===== config.mk =====
export PLATFORM = sky130hd
export DESIGN_NAME = bounded_stack_with_bottom_removal
export DESIGN_NICKNAME = d
export VERILOG_FILES = /design/src/hw/rtl/bsbr_pkg.sv /design/src/hw/rtl/bounded_stack_with_bottom_removal.sv /design/src/hw/rtl/bsbr_ram.sv /design/src/hw/rtl/bsbr_ctrl.sv /design/src/hw/rtl/bsbr_dp.sv
export SDC_FILE = /design/constraint.sdc
export NUM_CORES = 1
export LEC_CHECK = 0
export ABC_AREA = 1
export BUFFER_PORTS_ARGS = -buffer_cell sky130_fd_sc_hd__buf_4
export CAP_MARGIN = 0
export CORE_MARGIN = 4
export CORE_UTILIZATION = 40
export CTS_CLUSTER_DIAMETER = 40
export CTS_CLUSTER_SIZE = 14
export DETAILED_ROUTE_END_ITERATION = 12
export GPL_TIMING_DRIVEN = 0
export MAX_ROUTING_LAYER = met4
export PLACE_DENSITY = 0.65
export SLEW_MARGIN = 20
export SYNTH_ARGS = -nofsm -noshare
export SYNTH_HDL_FRONTEND = slang
export SYNTH_SLANG_ARGS = --single-unit
export TNS_END_PERCENT = 1

===== constraint.sdc =====
create_clock -name clock -period 9.52 [get_ports clock]
set_input_delay 1.904 -clock clock [delete_from_list [all_inputs] [get_ports clock]]
set_output_delay 1.904 -clock clock [all_outputs]
set_load 0.01 [all_outputs]

===== src/hw/rtl/bsbr_pkg.sv =====
package bsbr_pkg;

   // Storage shape
   localparam int DEPTH      = 16;
   localparam int DATA_WIDTH = 32;
   localparam int ADDR_W     = $clog2(DEPTH);
   localparam int CNT_W      = $clog2(DEPTH + 1);

   // Field widths
   localparam int OPCODE_W      = 3;
   localparam int INDEX_W       = 4;
   localparam int STATUS_W      = 2;
   localparam int COUNT_FIELD_W = 5;

   localparam int REQ_TDATA_W = ((DATA_WIDTH + INDEX_W + 7) / 8) * 8;
   localparam int RSP_TDATA_W = ((DATA_WIDTH + STATUS_W + COUNT_FIELD_W + 7) / 8) * 8;

   typedef logic [OPCODE_W-1:0] opcode_type;
   typedef logic [STATUS_W-1:0] status_type;

   localparam opcode_type OP_PUSH          = 3'd0;
   localparam opcode_type OP_POP           = 3'd1;
   localparam opcode_type OP_PEEK          = 3'd2;
   localparam opcode_type OP_READ_AT       = 3'd3;
   localparam opcode_type OP_REMOVE_BOTTOM = 3'd4;

   localparam status_type STAT_OK      = 2'd0;
   localparam status_type STAT_EMPTY   = 2'd1;
   localparam status_type STAT_INVALID = 2'd2;
   localparam status_type STAT_FULL    = 2'd3;

   typedef enum logic {
      S_IDLE,
      S_EXEC
   } ctrl_state_type;

   // controller -> datapath
   typedef struct packed {
      logic load;    // capture request, launch store read
      logic commit;  // update state, write store, load result register
   } cmd_type;

   // datapath -> controller
   typedef struct packed {
      logic out_busy;  // result register full and not taken this cycle
   } dp_stat_type;

endpackage


===== src/hw/rtl/bounded_stack_with_bottom_removal.sv =====
// Channel  Ports                         Contents
// -------  ----------------------------  -------------------------------------------
// request  req_tvalid/tready/tdata/tuser tuser: opcode; tdata: push_value, depth_index
// result   rsp_tvalid/tready/tdata       tdata: read_value, status, entry_count
//
// Each request is handled in S_IDLE, which launches the store read, then in S_EXEC, which
// forms the result from the registered read port of the entry RAM. One request is in
// flight at a time. A new request is taken while the previous result still waits on
// rsp_tready; it then holds in S_EXEC until the result register frees up.
// Reset clears the count, ring base and result valid; the store is not cleared.
module bounded_stack_with_bottom_removal (
   input  logic                             clock,
   input  logic                             reset,
   input  logic                             req_tvalid,
   output logic                             req_tready,
   // [31:0] push_value, [35:32] depth_index, rest zero
   input  logic [bsbr_pkg::REQ_TDATA_W-1:0] req_tdata,
   // [2:0] opcode
   input  logic [bsbr_pkg::OPCODE_W-1:0]    req_tuser,
   output logic                             rsp_tvalid,
   input  logic                             rsp_tready,
   // [31:0] read_value, [33:32] status, [38:34] entry_count, rest zero
   output logic [bsbr_pkg::RSP_TDATA_W-1:0] rsp_tdata
);

   bsbr_pkg::cmd_type     cmd;
   bsbr_pkg::dp_stat_type dp_stat;

   bsbr_ctrl u_ctrl (
      .clock      (clock),
      .reset      (reset),
      .req_tvalid (req_tvalid),
      .req_tready (req_tready),
      .dp_stat    (dp_stat),
      .cmd        (cmd)
   );

   bsbr_dp u_dp (
      .clock      (clock),
      .reset      (reset),
      .cmd        (cmd),
      .dp_stat    (dp_stat),
      .req_tdata  (req_tdata),
      .req_tuser  (req_tuser),
      .rsp_tvalid (rsp_tvalid),
      .rsp_tready (rsp_tready),
      .rsp_tdata  (rsp_tdata)
   );

endmodule


===== src/hw/rtl/bsbr_ram.sv =====
module bsbr_ram #(
   parameter int WIDTH = 32,
   parameter int DEPTH = 16
) (
   input  logic                     clock,
   input  logic                     wr_en,
   input  logic [$clog2(DEPTH)-1:0] wr_addr,
   input  logic [WIDTH-1:0]         wr_data,
   input  logic                     rd_en,
   input  logic [$clog2(DEPTH)-1:0] rd_addr,
   output logic [WIDTH-1:0]         rd_data
);

   logic [WIDTH-1:0] mem_ff [DEPTH];
   logic [WIDTH-1:0] rd_data_ff;

   always_ff @(posedge clock) begin
      if (wr_en) begin
         mem_ff[wr_addr] <= wr_data;
      end
      if (rd_en) begin
         rd_data_ff <= mem_ff[rd_addr];
      end
   end

   assign rd_data = rd_data_ff;

endmodule


===== src/hw/rtl/bsbr_ctrl.sv =====
module bsbr_ctrl (
   input  logic                  clock,
   input  logic                  reset,
   input  logic                  req_tvalid,
   output logic                  req_tready,
   input  bsbr_pkg::dp_stat_type dp_stat,
   output bsbr_pkg::cmd_type     cmd
);

   bsbr_pkg::ctrl_state_type state_ff, state_in;

   always_ff @(posedge clock) begin
      if (reset) begin
         state_ff <= bsbr_pkg::S_IDLE;
      end else begin
         state_ff <= state_in;
      end
   end

   always_comb begin
      state_in   = state_ff;
      req_tready = 1'b0;
      cmd        = '0;
      unique case (state_ff)
         bsbr_pkg::S_IDLE: begin
            req_tready = 1'b1;
            if (req_tvalid) begin
               cmd.load = 1'b1;
               state_in = bsbr_pkg::S_EXEC;
            end
         end
         bsbr_pkg::S_EXEC: begin
            // store read data is ready; wait for room in the result register
            if (!dp_stat.out_busy) begin
               cmd.commit = 1'b1;
               state_in   = bsbr_pkg::S_IDLE;
            end
         end
         default: begin
            state_in = bsbr_pkg::S_IDLE;
         end
      endcase
   end

endmodule


===== src/hw/rtl/bsbr_dp.sv =====
module bsbr_dp (
   input  logic                                  clock,
   input  logic                                  reset,
   input  bsbr_pkg::cmd_type                     cmd,
   output bsbr_pkg::dp_stat_type                 dp_stat,
   input  logic [bsbr_pkg::REQ_TDATA_W-1:0]      req_tdata,
   input  logic [bsbr_pkg::OPCODE_W-1:0]         req_tuser,
   output logic                                  rsp_tvalid,
   input  logic                                  rsp_tready,
   output logic [bsbr_pkg::RSP_TDATA_W-1:0]      rsp_tdata
);

   localparam int CMP_W = (bsbr_pkg::CNT_W > bsbr_pkg::INDEX_W) ?
                          bsbr_pkg::CNT_W : bsbr_pkg::INDEX_W;

   function automatic logic [bsbr_pkg::ADDR_W-1:0] ring_add(
      input logic [bsbr_pkg::ADDR_W-1:0] a,
      input logic [bsbr_pkg::ADDR_W-1:0] b
   );
      logic [bsbr_pkg::ADDR_W:0] sum;
      sum = {1'b0, a} + {1'b0, b};
      if (sum >= (bsbr_pkg::ADDR_W + 1)'(bsbr_pkg::DEPTH)) begin
         sum = sum - (bsbr_pkg::ADDR_W + 1)'(bsbr_pkg::DEPTH);
      end
      return sum[bsbr_pkg::ADDR_W-1:0];
   endfunction

   // Captured request
   bsbr_pkg::opcode_type              op_ff;
   logic [bsbr_pkg::DATA_WIDTH-1:0]   value_ff;
   logic [bsbr_pkg::INDEX_W-1:0]      index_ff;

   // Ring state
   logic [bsbr_pkg::ADDR_W-1:0]       bottom_ff, bottom_in;
   logic [bsbr_pkg::CNT_W-1:0]        count_ff, count_in;

   // Result register
   logic                              rsp_valid_ff;
   logic [bsbr_pkg::DATA_WIDTH-1:0]   rsp_value_ff, rsp_value_in;
   bsbr_pkg::status_type              rsp_status_ff, rsp_status_in;
   logic [bsbr_pkg::CNT_W-1:0]        rsp_count_ff;

   // Incoming request fields
   bsbr_pkg::opcode_type              req_op;
   logic [bsbr_pkg::DATA_WIDTH-1:0]   req_value;
   logic [bsbr_pkg::INDEX_W-1:0]      req_index;

   // Store access
   logic [bsbr_pkg::CNT_W-1:0]        rd_offset;
   logic [bsbr_pkg::ADDR_W-1:0]       rd_addr;
   logic [bsbr_pkg::ADDR_W-1:0]       wr_addr;
   logic                              wr_en;
   logic [bsbr_pkg::DATA_WIDTH-1:0]   rd_data;
   logic                              is_empty;
   logic                              is_full;
   logic                              index_bad;

   assign req_op    = req_tuser;
   assign req_value = req_tdata[bsbr_pkg::DATA_WIDTH-1:0];
   assign req_index = req_tdata[bsbr_pkg::DATA_WIDTH +: bsbr_pkg::INDEX_W];

   // Slot below top = bottom + count - 1 - places; oldest entry sits at bottom
   always_comb begin
      if (req_op == bsbr_pkg::OP_REMOVE_BOTTOM) begin
         rd_offset = '0;
      end else if (req_op == bsbr_pkg::OP_READ_AT) begin
         rd_offset = count_ff - bsbr_pkg::CNT_W'(1) -
                     bsbr_pkg::CNT_W'(req_index);
      end else begin
         rd_offset = count_ff - bsbr_pkg::CNT_W'(1);
      end
   end

   assign rd_addr = ring_add(bottom_ff, bsbr_pkg::ADDR_W'(rd_offset));
   assign wr_addr = ring_add(bottom_ff, bsbr_pkg::ADDR_W'(count_ff));

   assign is_empty  = (count_ff == '0);
   assign is_full   = (count_ff == bsbr_pkg::CNT_W'(bsbr_pkg::DEPTH));
   assign index_bad = (CMP_W'(index_ff) >= CMP_W'(count_ff));

   bsbr_ram #(
      .WIDTH (bsbr_pkg::DATA_WIDTH),
      .DEPTH (bsbr_pkg::DEPTH)
   ) u_store (
      .clock   (clock),
      .wr_en   (wr_en),
      .wr_addr (wr_addr),
      .wr_data (value_ff),
      .rd_en   (cmd.load),
      .rd_addr (rd_addr),
      .rd_data (rd_data)
   );

   always_comb begin
      bottom_in     = bottom_ff;
      count_in      = count_ff;
      rsp_value_in  = '0;
      rsp_status_in = bsbr_pkg::STAT_OK;
      wr_en         = 1'b0;
      unique case (op_ff)
         bsbr_pkg::OP_PUSH: begin
            if (is_full) begin
               rsp_status_in = bsbr_pkg::STAT_FULL;
            end else begin
               wr_en    = cmd.commit;
               count_in = count_ff + bsbr_pkg::CNT_W'(1);
            end
         end
         bsbr_pkg::OP_POP: begin
            if (is_empty) begin
               rsp_status_in = bsbr_pkg::STAT_EMPTY;
            end else begin
               rsp_value_in = rd_data;
               count_in     = count_ff - bsbr_pkg::CNT_W'(1);
            end
         end
         bsbr_pkg::OP_PEEK: begin
            if (is_empty) begin
               rsp_status_in = bsbr_pkg::STAT_EMPTY;
            end else begin
               rsp_value_in = rd_data;
            end
         end
         bsbr_pkg::OP_READ_AT: begin
            if (index_bad) begin
               rsp_status_in = bsbr_pkg::STAT_INVALID;
            end else begin
               rsp_value_in = rd_data;
            end
         end
         bsbr_pkg::OP_REMOVE_BOTTOM: begin
            if (is_empty) begin
               rsp_status_in = bsbr_pkg::STAT_EMPTY;
            end else begin
               rsp_value_in = rd_data;
               bottom_in    = ring_add(bottom_ff, bsbr_pkg::ADDR_W'(1));
               count_in     = count_ff - bsbr_pkg::CNT_W'(1);
            end
         end
         default: begin
            rsp_status_in = bsbr_pkg::STAT_INVALID;
         end
      endcase
   end

   always_ff @(posedge clock) begin
      if (cmd.load) begin
         op_ff    <= req_op;
         value_ff <= req_value;
         index_ff <= req_index;
      end
      if (cmd.commit) begin
         rsp_value_ff  <= rsp_value_in;
         rsp_status_ff <= rsp_status_in;
         rsp_count_ff  <= count_in;
      end
   end

   always_ff @(posedge clock) begin
      if (reset) begin
         bottom_ff    <= '0;
         count_ff     <= '0;
         rsp_valid_ff <= 1'b0;
      end else begin
         if (cmd.commit) begin
            bottom_ff <= bottom_in;
            count_ff  <= count_in;
         end
         if (cmd.commit) begin
            rsp_valid_ff <= 1'b1;
         end else if (rsp_tready) begin
            rsp_valid_ff <= 1'b0;
         end
      end
   end

   assign dp_stat.out_busy = rsp_valid_ff & ~rsp_tready;

   assign rsp_tvalid = rsp_valid_ff;
   assign rsp_tdata  = bsbr_pkg::RSP_TDATA_W'({
      bsbr_pkg::COUNT_FIELD_W'(rsp_count_ff), rsp_status_ff, rsp_value_ff});

endmodule


==> summary.txt, run 1 <==
Yosys
  • Number of synthesized flops with an enable pin: 622
  • Register area share after synthesis: 0.753
  • Mapped Cells: 1881
  • Yosys warns: 0
  • Post-synth top cells: edfxtp_1 (622), nor2_1 (320), o21ai_0 (256), o22ai_1 (129), nand2_1 (106)
  • Seq cells post-synth: 633
  • Post-Syn Nets: 1947
  • Avg Cell Area, Syn: 13.3 sq um
  • Synthesized area: 25100 sq um
  • Cell variety after synth: 31
  • Post-synth top flop: edfxtp_1
  • Ys async rst share: 0
  • Synth top area share: 0.745
  • Dominant cell type by area after synthesis: edfxtp_1
  • Top-count cell post-synth: edfxtp_1
  • Top post-synthesis cells by area: edfxtp_1 (74%), o21ai_0 (5.1%), nor2_1 (4.8%)

Clock tree
  • Clock Pin Slew Worst Setup and Hold Paths: 0.06 ns
  • Post-CTS setup buffers: 0
  • Root buffer cell: clkbuf_16
  • CTS buffer count: 81
  • CTS Hold Bufs: 0
  • Cts repair resizes: 0
  • H-tree depth: 3
  • Clock tree buffer depth: 3
  • TritonCTS clock tree: built
  • Number of clock sinks: around 630
  • Clock latency on the worst-skew pair: 0.62 ns

Routing
  • Initial DRC Count: 1635
  • Routed WL per cell: 22.6 um
  • Antenna viol nets, final: 0
  • Avg Vias per Cell: 5.45
  • DR pass1 iterations: 5
  • Residual DRC: 0
  • DRT Wirelength: 67.1 mm
  • DR vias: between 15k and 20k

Die
  • Die Y: 258 um
  • I/O pins: 89
  • Number of cell rows: just over 90
  • Die ar.: 66800 sq um
  • Starting density of the core: 0.405
  • Horiz. Die Dim: roughly 260 um
  • Core area: between 60000 and 70000 sq um

Timing
  • Setup-failing EPs final: 0
  • Setup_tns: 0 ns
  • Min Hold Slack: 0.509 ns
  • Fin crit share: 0.527
  • Period minus WS final: around 5.0 ns
  • Max-slew violations: 0
  • Worst Skew: 0.0212 ns
  • Slew @ Worst Pin: 0.900 ns
  • Peak Freq: around 200 MHz
  • Unrepaired setup endpoints after global routing: false
  • Slew headroom: 0.400
  • Final Hold Fails: 0

Job
  • Max Cap Viol: 0

Final layout
  • # nets final: 2135
  • Fraction of layout cells with a size suffix above 1: 0.166
  • Fillers: 5286
  • Antenna cells: 0
  • Fin area: 30200 sq um
  • Area growth syn-to-layout: 20.5%

Hold path
  • Hold Startpoint: u_dp.rsp_tvalid
  • HP Class: flip-flop to flip-flop

Place
  • Placed cell area: approximately 27000 sq um
  • GP Congestion: about 0.83
  • DP Wirelength: 43.9 mm
  • Port bufs: a little over 80

Worst setup path
  • Startpoint types: input pin
  • Critical Path Sink Type: flip-flop
  • Worst Setup SP: req_tdata[32]
  • CP max FO: 10
  • Reg-to-Reg Start: u_dp.count_ff[0]
  • Worst EP required: 10.01 ns
  • Crit path kind: input pin to flip-flop
  • Worst EP arrival: about 5.5 ns

Global route
  • Total GRT Usage: 0.204
  • Grt total ovfl: 0
  • Largest net degree at the start of global routing: 28
  • Vias in the first global route: 16.4k
  • Initial antenna violation count: 0
  • First-pass GRT wire length: between 90 and 100 mm

Power
  • Leak: 10.5 nW
  • Total Power: 6.85 mW
  • PD cells: 227 nW/um^2
  • VDD IR max: 0.000121 V

Status
  • Status: completed
==> path summary, 6_finish.rpt <==
| check | to | slack (ns) | cells after the start |
|---|---|---|---|
| setup / recovery | u_dp.u_store.rd_data[29] | 4.50 | 14 |
| hold / removal | u_dp.rsp_tvalid | 0.51 | 2 |
| setup reg to reg | u_dp.u_store.rd_data[19] | 5.07 | 14 |
| hold reg to reg | u_dp.rsp_tvalid | 0.51 | 2 |
==> routing by layer <==
metal,global-route usage,routed length [um]
met1,0.253,26400
met2,0.336,33000
met3,0.0421,5660
met4,0.0730,2070
met5,-,0
==> area by class of cell <==
cell class / instances / area, sq um / area share
clock inverters: 55 / 623 / 0.0206
clock buffers: 94 / 2180 / 0.0722
multi-input cells: 1031 / 5350 / 0.177
well taps: 837 / 1050 / 0.0347
inverters: 107 / 404 / 0.0134
plain buffers: 110 / 559 / 0.0185
flip-flops and latches: 633 / 18900 / 0.625
repair buffers: 105 / 1150 / 0.0382
==> kinds of logic (layout without fill, tap and decap cells) <==
| kind of cell | Yosys count | count (layout) | share of synthesized area |
|---|---|---|---|
| flip-flops | 633 | 633 | 0.753 |
| AND/OR/NAND/NOR | 526 | 526 | 0.0843 |
| AO/OA/AOI/OAI | 444 | 444 | 0.0956 |
| buffers and inverters | 217 | 471 | 0.0384 |
| multiplexers | 32 | 32 | 0.0144 |
| adder cells (fa/ha/maj) | 19 | 19 | 0.0104 |
| XOR/XNOR | 9 | 9 | 0.00344 |
| other | 1 | 1 | 0.000149 |
==> through the flow <==
step	utilization	setup slack, ns	instances
after floorplan	-	4.08	1881
after global placement	0.432	1.54	2801
after detailed placement	0.443	3.89	2823
after CTS	0.488	4.55	2972
after global routing	0.488	4.37	2972
final	0.488	4.50	2972
==> flip-flops by register name, summed over array words and instances, names as in the netlist <==
register,count
u_dp.rsp_status_ff,2
u_ctrl.state_ff,1
u_dp.op_ff,3
u_dp.index_ff,4
u_dp.rsp_value_ff,32
u_dp.u_store.mem_ff,512
u_dp.count_ff,5
u_dp.rsp_count_ff,5
u_dp.bottom_ff,4
u_dp.value_ff,32
u_dp.rsp_tvalid,1
u_dp.u_store.rd_data,32
==> layout by cell type, fill, tap and decap left out, types with 2 or more instances in the layout <==
cell / instances
clkinv_4: 9
nor3_1: 2
fa_1: 3
inv_6: 16
buf_16: 12
buf_1: 3
clkbuf_16: 86
dfxtp_1: 11
xor2_1: 6
buf_2: 45
o22ai_1: 129
nor2_4: 17
buf_4: 91
nand2_1: 106
clkbuf_1: 54
clkinv_8: 2
o21ai_1: 45
clkinvlp_4: 6
buf_6: 8
buf_12: 10
nand3_1: 89
inv_2: 2
nor2_1: 303
clkinv_1: 7
bufinv_16: 8
inv_1: 104
xnor2_1: 2
a21oi_1: 10
nand4_1: 8
clkinv_2: 3
ha_1: 16
edfxtp_1: 622
inv_8: 4
mux2_2: 32
o21ai_0: 256
==> worst max-delay path, stage by stage <==
cell,delay [ns]
buf_4,0.12
ha_1,0.22
fa_1,0.51
nand2_1,0.05
o211a_1,0.16
fa_1,0.58
clkbuf_1,0.56
clkbuf_1,0.56
o21ai_1,0.14
o22ai_1,0.24
nand2_1,0.08
o21ai_0,0.11
nand3_1,0.14
nand2_1,0.11
==> where the power goes <==
part           switching, mW  total, mW  internal [mW]
Combinational          0.359      0.542          0.183
Clock                   1.23       3.13           1.90
Sequential            0.0471       3.17           3.12
Power figures use the tool's default switching activity.
==> run 2: changes to the inputs <==
- ABC_AREA: 1 -> 0
- clock period: 9.52 -> 5 ns (I/O delays scaled with it)
==> summary.txt, run 2 <==
Status
  • Status: completed

Yosys
  • Synth top area share: 0.767 (+0.0221)
  • Cell variety after synth: 53 (+71%)
  • Post-synth top cells: edfxtp_1 (622), mux4_2 (128), mux2i_1 (97), nor2b_1 (33), nor2_1 (31)
  • Ys async rst share: 0 (unchanged)
  • Dominant cell type by area after synthesis: edfxtp_1
  • Top post-synthesis cells by area: edfxtp_1 (77%), mux4_2 (12%), mux2i_1 (4.0%)
  • Avg Cell Area, Syn: 22.0 sq um (+65%)
  • Top-count cell post-synth: edfxtp_1
  • Register area share after synthesis: 0.776 (+0.0224)
  • Number of synthesized flops with an enable pin: 622 (unchanged)
  • Synthesized area: 24400 sq um (-2.9%)
  • Post-Syn Nets: 1171 (-40%)
  • Mapped Cells: 1105 (-41%)
  • Post-synth top flop: edfxtp_1
  • Yosys warns: 0 (unchanged)
  • Seq cells post-synth: 633 (unchanged)

Worst setup path
  • Crit path kind: flip-flop to flip-flop
  • WP depth: 10 (-4)
  • Worst EP required: 5.34 ns (-4.67 ns)
  • Worst Setup SP: u_dp.count_ff[0]
  • Worst path max stage delay: 0.71 ns (+0.13 ns)
  • Worst path bufs/invs: 3 (unchanged)
  • Register-to-register path setup slack: 0.11 ns (-4.96 ns)
  • Critical Path Sink Type: flip-flop
  • CP max FO: 10 (unchanged)
  • Reg-to-Reg Start: u_dp.count_ff[0]
  • R2R cell count: 10 (-4)
  • Delay-heaviest family, CP: buffers and inverters
  • RR Endpoint: u_dp.u_store.rd_data[17]
  • Slowest-stage cell, CP: buf_1
  • Startpoint types: flip-flop
  • CP cell instances: inv_1 -> ha_1 -> fa_1 -> a221oi_1 -> fa_1 -> clkbuf_1 -> buf_1 -> mux4_2 -> mux2i_1 -> mux2i_1
  • Worst EP arrival: 5.23 ns (-0.28 ns)
  • CP endpoint: u_dp.u_store.rd_data[17]

Clock tree
  • Clock Pin Slew Worst Setup and Hold Paths: 0.06 ns (about the same)
  • Clock latency on the worst-skew pair: 0.62 ns (about the same)
  • Clock tree buffer depth: 3 (unchanged)
  • CTS buffer count: 86 (+6.2%)
  • CTS Hold Bufs: 0 (unchanged)
  • Root buffer cell: clkbuf_16
  • H-tree depth: 3 (unchanged)
  • Number of clock sinks: 633 (unchanged)
  • TritonCTS clock tree: built

Job
  • Max Cap Viol: 0 (unchanged)

Timing
  • Slew headroom: 0.321 (-0.0788)
  • Worst Skew: 0.0188 ns (-0.00232 ns)
  • Final Hold Fails: 0 (unchanged)
  • Period minus WS final: 4.89 ns
  • Peak Freq: ~200 MHz
  • Slew @ Worst Pin: 1.02 ns (+0.118 ns)
  • Unrepaired setup endpoints after global routing: true
  • Max-slew violations: 0 (unchanged)
  • Setup-failing EPs final: 0 (unchanged)
  • PnR worst setup slack: 0.112 ns (-4.39 ns)
  • Fin crit share: 0.978

Global route
  • First-pass GRT wire length: 76.3 mm (-24%)
  • Largest net degree at the start of global routing: 25 (-11%)
  • Total GRT Usage: 0.167 (-0.0374)
  • Initial antenna violation count: 2 (+2)
  • Vias in the first global route: 11.8k (-28%)
  • Grt total ovfl: 0 (unchanged)

Routing
  • Residual DRC: 0 (unchanged)
  • Antenna viol nets, final: 0 (unchanged)
  • Avg Vias per Cell: 5.30 (-2.7%)
  • DRT Wirelength: 51.9 mm (-23%)
  • DR pass1 iterations: 5 (unchanged)
  • Initial DRC Count: 941 (-42%)
  • Routed WL per cell: 24.1 um (+6.8%)
  • DR vias: 11.4k (-29%)

Die
  • Core area: 60400 sq um (-2.6%)
  • Number of cell rows: 90 (-1.1%)
  • Die ar.: 64900 sq um (-2.8%)
  • I/O pins: 89 (unchanged)
  • Die Y: 255 um (-1.4%)
  • Horiz. Die Dim: 255 um (-1.4%)
  • Starting density of the core: 0.404 (-0.00137)

Final layout
  • Fraction of layout cells with a size suffix above 1: 0.317 (+0.151)
  • Area growth syn-to-layout: 21.2%
  • Most flops, register: u_dp.u_store.mem_ff
  • Max reg flops: 512 (unchanged)
  • Commonest non-fill, non-tap cell in the layout: edfxtp_1
  • Fillers: 4825 (-8.7%)
  • # nets final: 1369 (-36%)
  • Most frequent cells in the layout: edfxtp_1 (622), mux4_2 (128), mux2i_1 (97)
  • Post-route core utilization: 0.489 (+0.00136)

Power
  • PD cells: 454 nW/um^2 (+100%)
  • Total Power: 13.4 mW (+96%)
  • VDD IR max: 0.000289 V (+140%)
  • Leak: 9.88 nW (-5.5%)

Place
  • DP Worst Slack: -0.149 ns (-4.04 ns)
  • DP Wirelength: 32.0 mm (-27%)
  • Port bufs: 83 (unchanged)
  • GP Congestion: 0.769 (-7.6%)

Hold path
  • HP Class: flip-flop to flip-flop
## run 2: power by group
| part | internal [mW] | total, mW | switching, mW |
|---|---|---|---|
| registers | 6.01 | 6.10 | 0.0923 |
| logic | 0.609 | 1.34 | 0.732 |
| clock network | 3.51 | 5.96 | 2.45 |
## run 2: final cells by class
class	instances	area, sq um	area share
sequential	633	18900	0.640
multi-input combinational	411	5320	0.180
clock buffer	92	2200	0.0744
timing repair buffer	110	1190	0.0404
tap	782	978	0.0331
clock inverter	65	661	0.0224
buffer	47	228	0.00771
inverter	14	55.1	0.00186
antenna	1	2.50	0.0000847
## run 2: timing repair
action                                  CTS  global route
endpoints found under the setup margin    1            26
setup buffers                             0             0
gates resized for setup                   1            15
## run 2: kinds of logic (layout without fill, tap and decap cells)
logic type / count (synthesis) / in the layout / synth area share
simple gates: 100 / 100 / 0.0219
xor+xnor: 20 / 20 / 0.00858
buf+inv: 61 / 328 / 0.0112
flops: 633 / 633 / 0.776
fa+ha+maj: 19 / 19 / 0.0107
other cells: 1 / 2 / 0.000154
mux: 225 / 225 / 0.158
compound gates: 46 / 46 / 0.0136
## run 2: layer usage
| metal | vias up | wire length [um] | GRT usage |
|---|---|---|---|
| li1 | 5003 | - | - |
| met1 | 5996 | 22800 | 0.225 |
| met2 | 325 | 25200 | 0.260 |
| met3 | 100 | 2760 | 0.0351 |
| met4 | 0 | 1200 | 0.0474 |
| met5 | - | 0 | - |
## run 2: worst register-to-register path, stage by stage (launching register included)
cell and delay (ns):
dfxtp_1 0.53, inv_1 0.18, ha_1 0.44, fa_1 0.46, a221oi_1 0.51, fa_1 0.29
clkbuf_1 0.65, buf_1 0.71, mux4_2 0.43, mux2i_1 0.24, mux2i_1 0.18
## run 2: worst min path at each step
stage | from | endpoint | slack [ns] | cells past startpoint
6_report | u_dp.rsp_tvalid | u_dp.rsp_tvalid | 0.53 | 2
5_1_grt | req_tdata[17] | u_dp.value_ff[17] | 0.52 | 1
4_1_cts | req_tdata[29] | u_dp.value_ff[29] | 0.51 | 1
3_5_place_dp | u_dp.rsp_tvalid | u_dp.rsp_tvalid | 0.52 | 2
3_3_place_gp | u_dp.rsp_tvalid | u_dp.rsp_tvalid | 0.49 | 2
2_1_floorplan | u_ctrl.state_ff | u_ctrl.state_ff | 0.49 | 2
## run 2: per-stage QoR
| stage | hold slack, ns | area (sq um) | cells | TNS (ns) |
|---|---|---|---|---|
| final | 0.526 | 29500 | 2155 | 0 |
| after global routing | 0.520 | 29500 | 2155 | -0.481 |
| after CTS | 0.507 | 29500 | 2154 | 0 |
| after detailed placement | 0.521 | 26700 | 1997 | -0.563 |
| after global placement | 0.492 | 26000 | 1970 | -827.91 |
| after floorplan | 0.494 | 24400 | 1105 | 0 |
==> run 3: changes to the inputs <==
- clock period: 5 -> 6.1 ns (I/O delays scaled with it)
==> summary.txt, run 3 (synthesis gave the netlist of run 2 again) <==
Die
  • Die ar.: 64900 sq um (unchanged)
  • Die Y: 255 um (unchanged)
  • Horiz. Die Dim: 255 um (unchanged)
  • Core area: 60400 sq um (unchanged)
  • Number of cell rows: 90 (unchanged)
  • Starting density of the core: 0.404 (unchanged)
  • I/O pins: 89 (unchanged)

Timing
  • Worst Skew: 0.0185 ns (-0.000313 ns)
  • Setup-failing EPs final: 0 (unchanged)
  • Setup_tns: 0 ns (unchanged)
  • Period minus WS final: 5.00 ns (+0.117 ns)
  • Max-slew violations: 0 (unchanged)
  • Final Hold Fails: 0 (unchanged)
  • Unrepaired setup endpoints after global routing: false
  • Fin crit share: 0.820 (-0.157)
  • Slew headroom: 0.288 (-0.0335)
  • Peak Freq: 200 MHz (-2.3%)
  • Slew @ Worst Pin: 1.07 ns (+0.0502 ns)

Routing
  • Top Layer Used: met4
  • Met2 Routed Length: 25.1 mm (-0.26%)
  • DR pass1 iterations: 5 (unchanged)
  • Antenna viol nets, final: 0 (unchanged)
  • DR vias: 11.4k (-0.053%)
  • WL met3: 2.97 mm (+7.8%)
  • Residual DRC: 0 (unchanged)
  • DRT Wirelength: 52.0 mm (about the same)
  • Routed WL per cell: 24.1 um (about the same)
  • WL met1: 22.7 mm (-0.43%)
  • Avg Vias per Cell: 5.30 (about the same)
  • Initial DRC Count: 1001 (+6.4%)

Power
  • Internal power: 8.30 mW (-18%)
  • Switching share of power: 0.244 (about the same)
  • VDD IR max: 0.000237 V (-18%)
  • Power share of the sequential group: 0.455 (about the same)
  • Clock power frac: 0.445 (about the same)
  • Comb power frac: 0.100 (about the same)
  • Leak: 9.87 nW (-0.15%)
  • Sw Pwr: 2.68 mW (-18%)
  • PD cells: 372 nW/um^2 (-18%)

Clock tree
  • Clock latency on the worst-skew pair: 0.62 ns (about the same)
  • TritonCTS clock tree: built
  • Cts repair resizes: 0 (-1)
  • Root buffer cell: clkbuf_16
  • CTS Hold Bufs: 0 (unchanged)
  • H-tree depth: 3 (unchanged)
  • Clock tree buffer depth: 3 (unchanged)
  • Post-CTS setup buffers: 0 (unchanged)
  • Clock Pin Slew Worst Setup and Hold Paths: 0.05 ns (about the same)
  • Number of clock sinks: 633 (unchanged)
  • CTS buffer count: 86 (unchanged)

Worst setup path
  • Register-to-register path setup slack: 1.10 ns (+0.98 ns)
  • Slowest-stage cell, CP: clkbuf_1
  • CP cell instances: inv_1 -> ha_1 -> xnor2_1 -> inv_1 -> ha_1 -> xor2_1 -> a221oi_1 -> ha_1 -> xnor2_2 -> clkbuf_1 -> mux2i_1 -> mux2i_1
  • Worst path max stage delay: 0.86 ns (+0.15 ns)
  • Worst EP arrival: 5.35 ns (+0.12 ns)
  • Most Frequent Cell on Critical Path: ha_1
  • Crit path kind: flip-flop to flip-flop
  • Startpoint types: flip-flop
  • Worst EP required: 6.45 ns (+1.11 ns)
  • CP max FO: 10 (unchanged)
  • Critical Path Sink Type: flip-flop

Final layout
  • Max reg flops: 512 (unchanged)
  • Commonest non-fill, non-tap cell in the layout: edfxtp_1
  • Post-route core utilization: 0.489 (about the same)
  • # nets final: 1369 (unchanged)
  • Most frequent cells in the layout: edfxtp_1 (622), mux4_2 (128), mux2i_1 (97)
  • Fin area: 29500 sq um (about the same)
  • Area growth syn-to-layout: 21.2% (about the same)
  • Fraction of layout cells with a size suffix above 1: 0.313 (-0.00364)
  • Most flops, register: u_dp.u_store.mem_ff

Place
  • Port bufs: 83 (unchanged)
  • GP Congestion: 0.769 (unchanged)
  • DP Wirelength: 32.0 mm (unchanged)
  • Placed cell area: 26700 sq um (unchanged)

Global route
  • Initial antenna violation count: 2 (unchanged)
  • Total GRT Usage: 0.167 (unchanged)
  • Vias in the first global route: 11.8k (unchanged)
  • Grt total ovfl: 0 (unchanged)
  • Largest net degree at the start of global routing: 25 (unchanged)
  • First-pass GRT wire length: 76.3 mm (unchanged)

Status
  • Status: completed

Job
  • Max Cap Viol: 0 (unchanged)

Hold path
  • HP Class: flip-flop to flip-flop
[run 3: final cells by class]
type | count | area, sq um
diodes | 1 | 2.50
plain buffers | 47 | 221
clock buffers | 92 | 2200
clock inverters | 65 | 661
fillers | 4820 | 30800
inverters | 14 | 55.1
multi-input cells | 411 | 5320
flip-flops and latches | 633 | 18900
well taps | 782 | 978
repair buffers | 110 | 1190
[run 3: path summary, 6_finish.rpt]
path | start | endpoint | depth (start not counted)
setup reg to reg | u_dp.count_ff[0] | u_dp.u_store.rd_data[30] | 12
hold / removal | u_dp.rsp_tvalid | u_dp.rsp_tvalid | 2
hold reg to reg | u_dp.rsp_tvalid | u_dp.rsp_tvalid | 2
setup / recovery | u_dp.count_ff[0] | u_dp.u_store.rd_data[30] | 12
[run 3: metal layers]
layer  vias to the layer above  GRT usage
met5                         -          -
met4                         0     0.0474
met3                        99     0.0351
met2                       327      0.260
met1                      5993      0.225
li1                       4999          -
[run 3: power groups by stage]
stage / Combinational, mW / Clock [mW] / Sequential [mW]
3_5_place_dp: 1.12 / 0 / 5.09
3_3_place_gp: 1.08 / 0 / 5.09
5_1_grt: 1.18 / 5.18 / 5.01
4_1_cts: 1.13 / 4.99 / 5.00
2_1_floorplan: 0.728 / 0 / 5.07
6_report: 1.10 / 4.88 / 5.00
[run 3: per-stage QoR]
stage | hold WS [ns] | instances | setup WS, ns | power, mW
2_1_floorplan | 0.494 | 1105 | 1.26 | 5.80
3_3_place_gp | 0.492 | 1970 | -1.49 | 6.17
3_5_place_dp | 0.521 | 1997 | 0.731 | 6.21
4_1_cts | 0.531 | 2154 | 1.10 | 11.1
5_1_grt | 0.541 | 2155 | 0.851 | 11.4
6_report | 0.526 | 2155 | 1.10 | 11.0
[run 3: critical path, delay by kind of cell, from the launching register on]
kind	cells	cell delay [ns]
mux	2	0.60
xor+xnor	3	1.11
flops	1	0.53
compound gates	1	0.32
fa+ha+maj	3	0.97
buf+inv	3	1.20
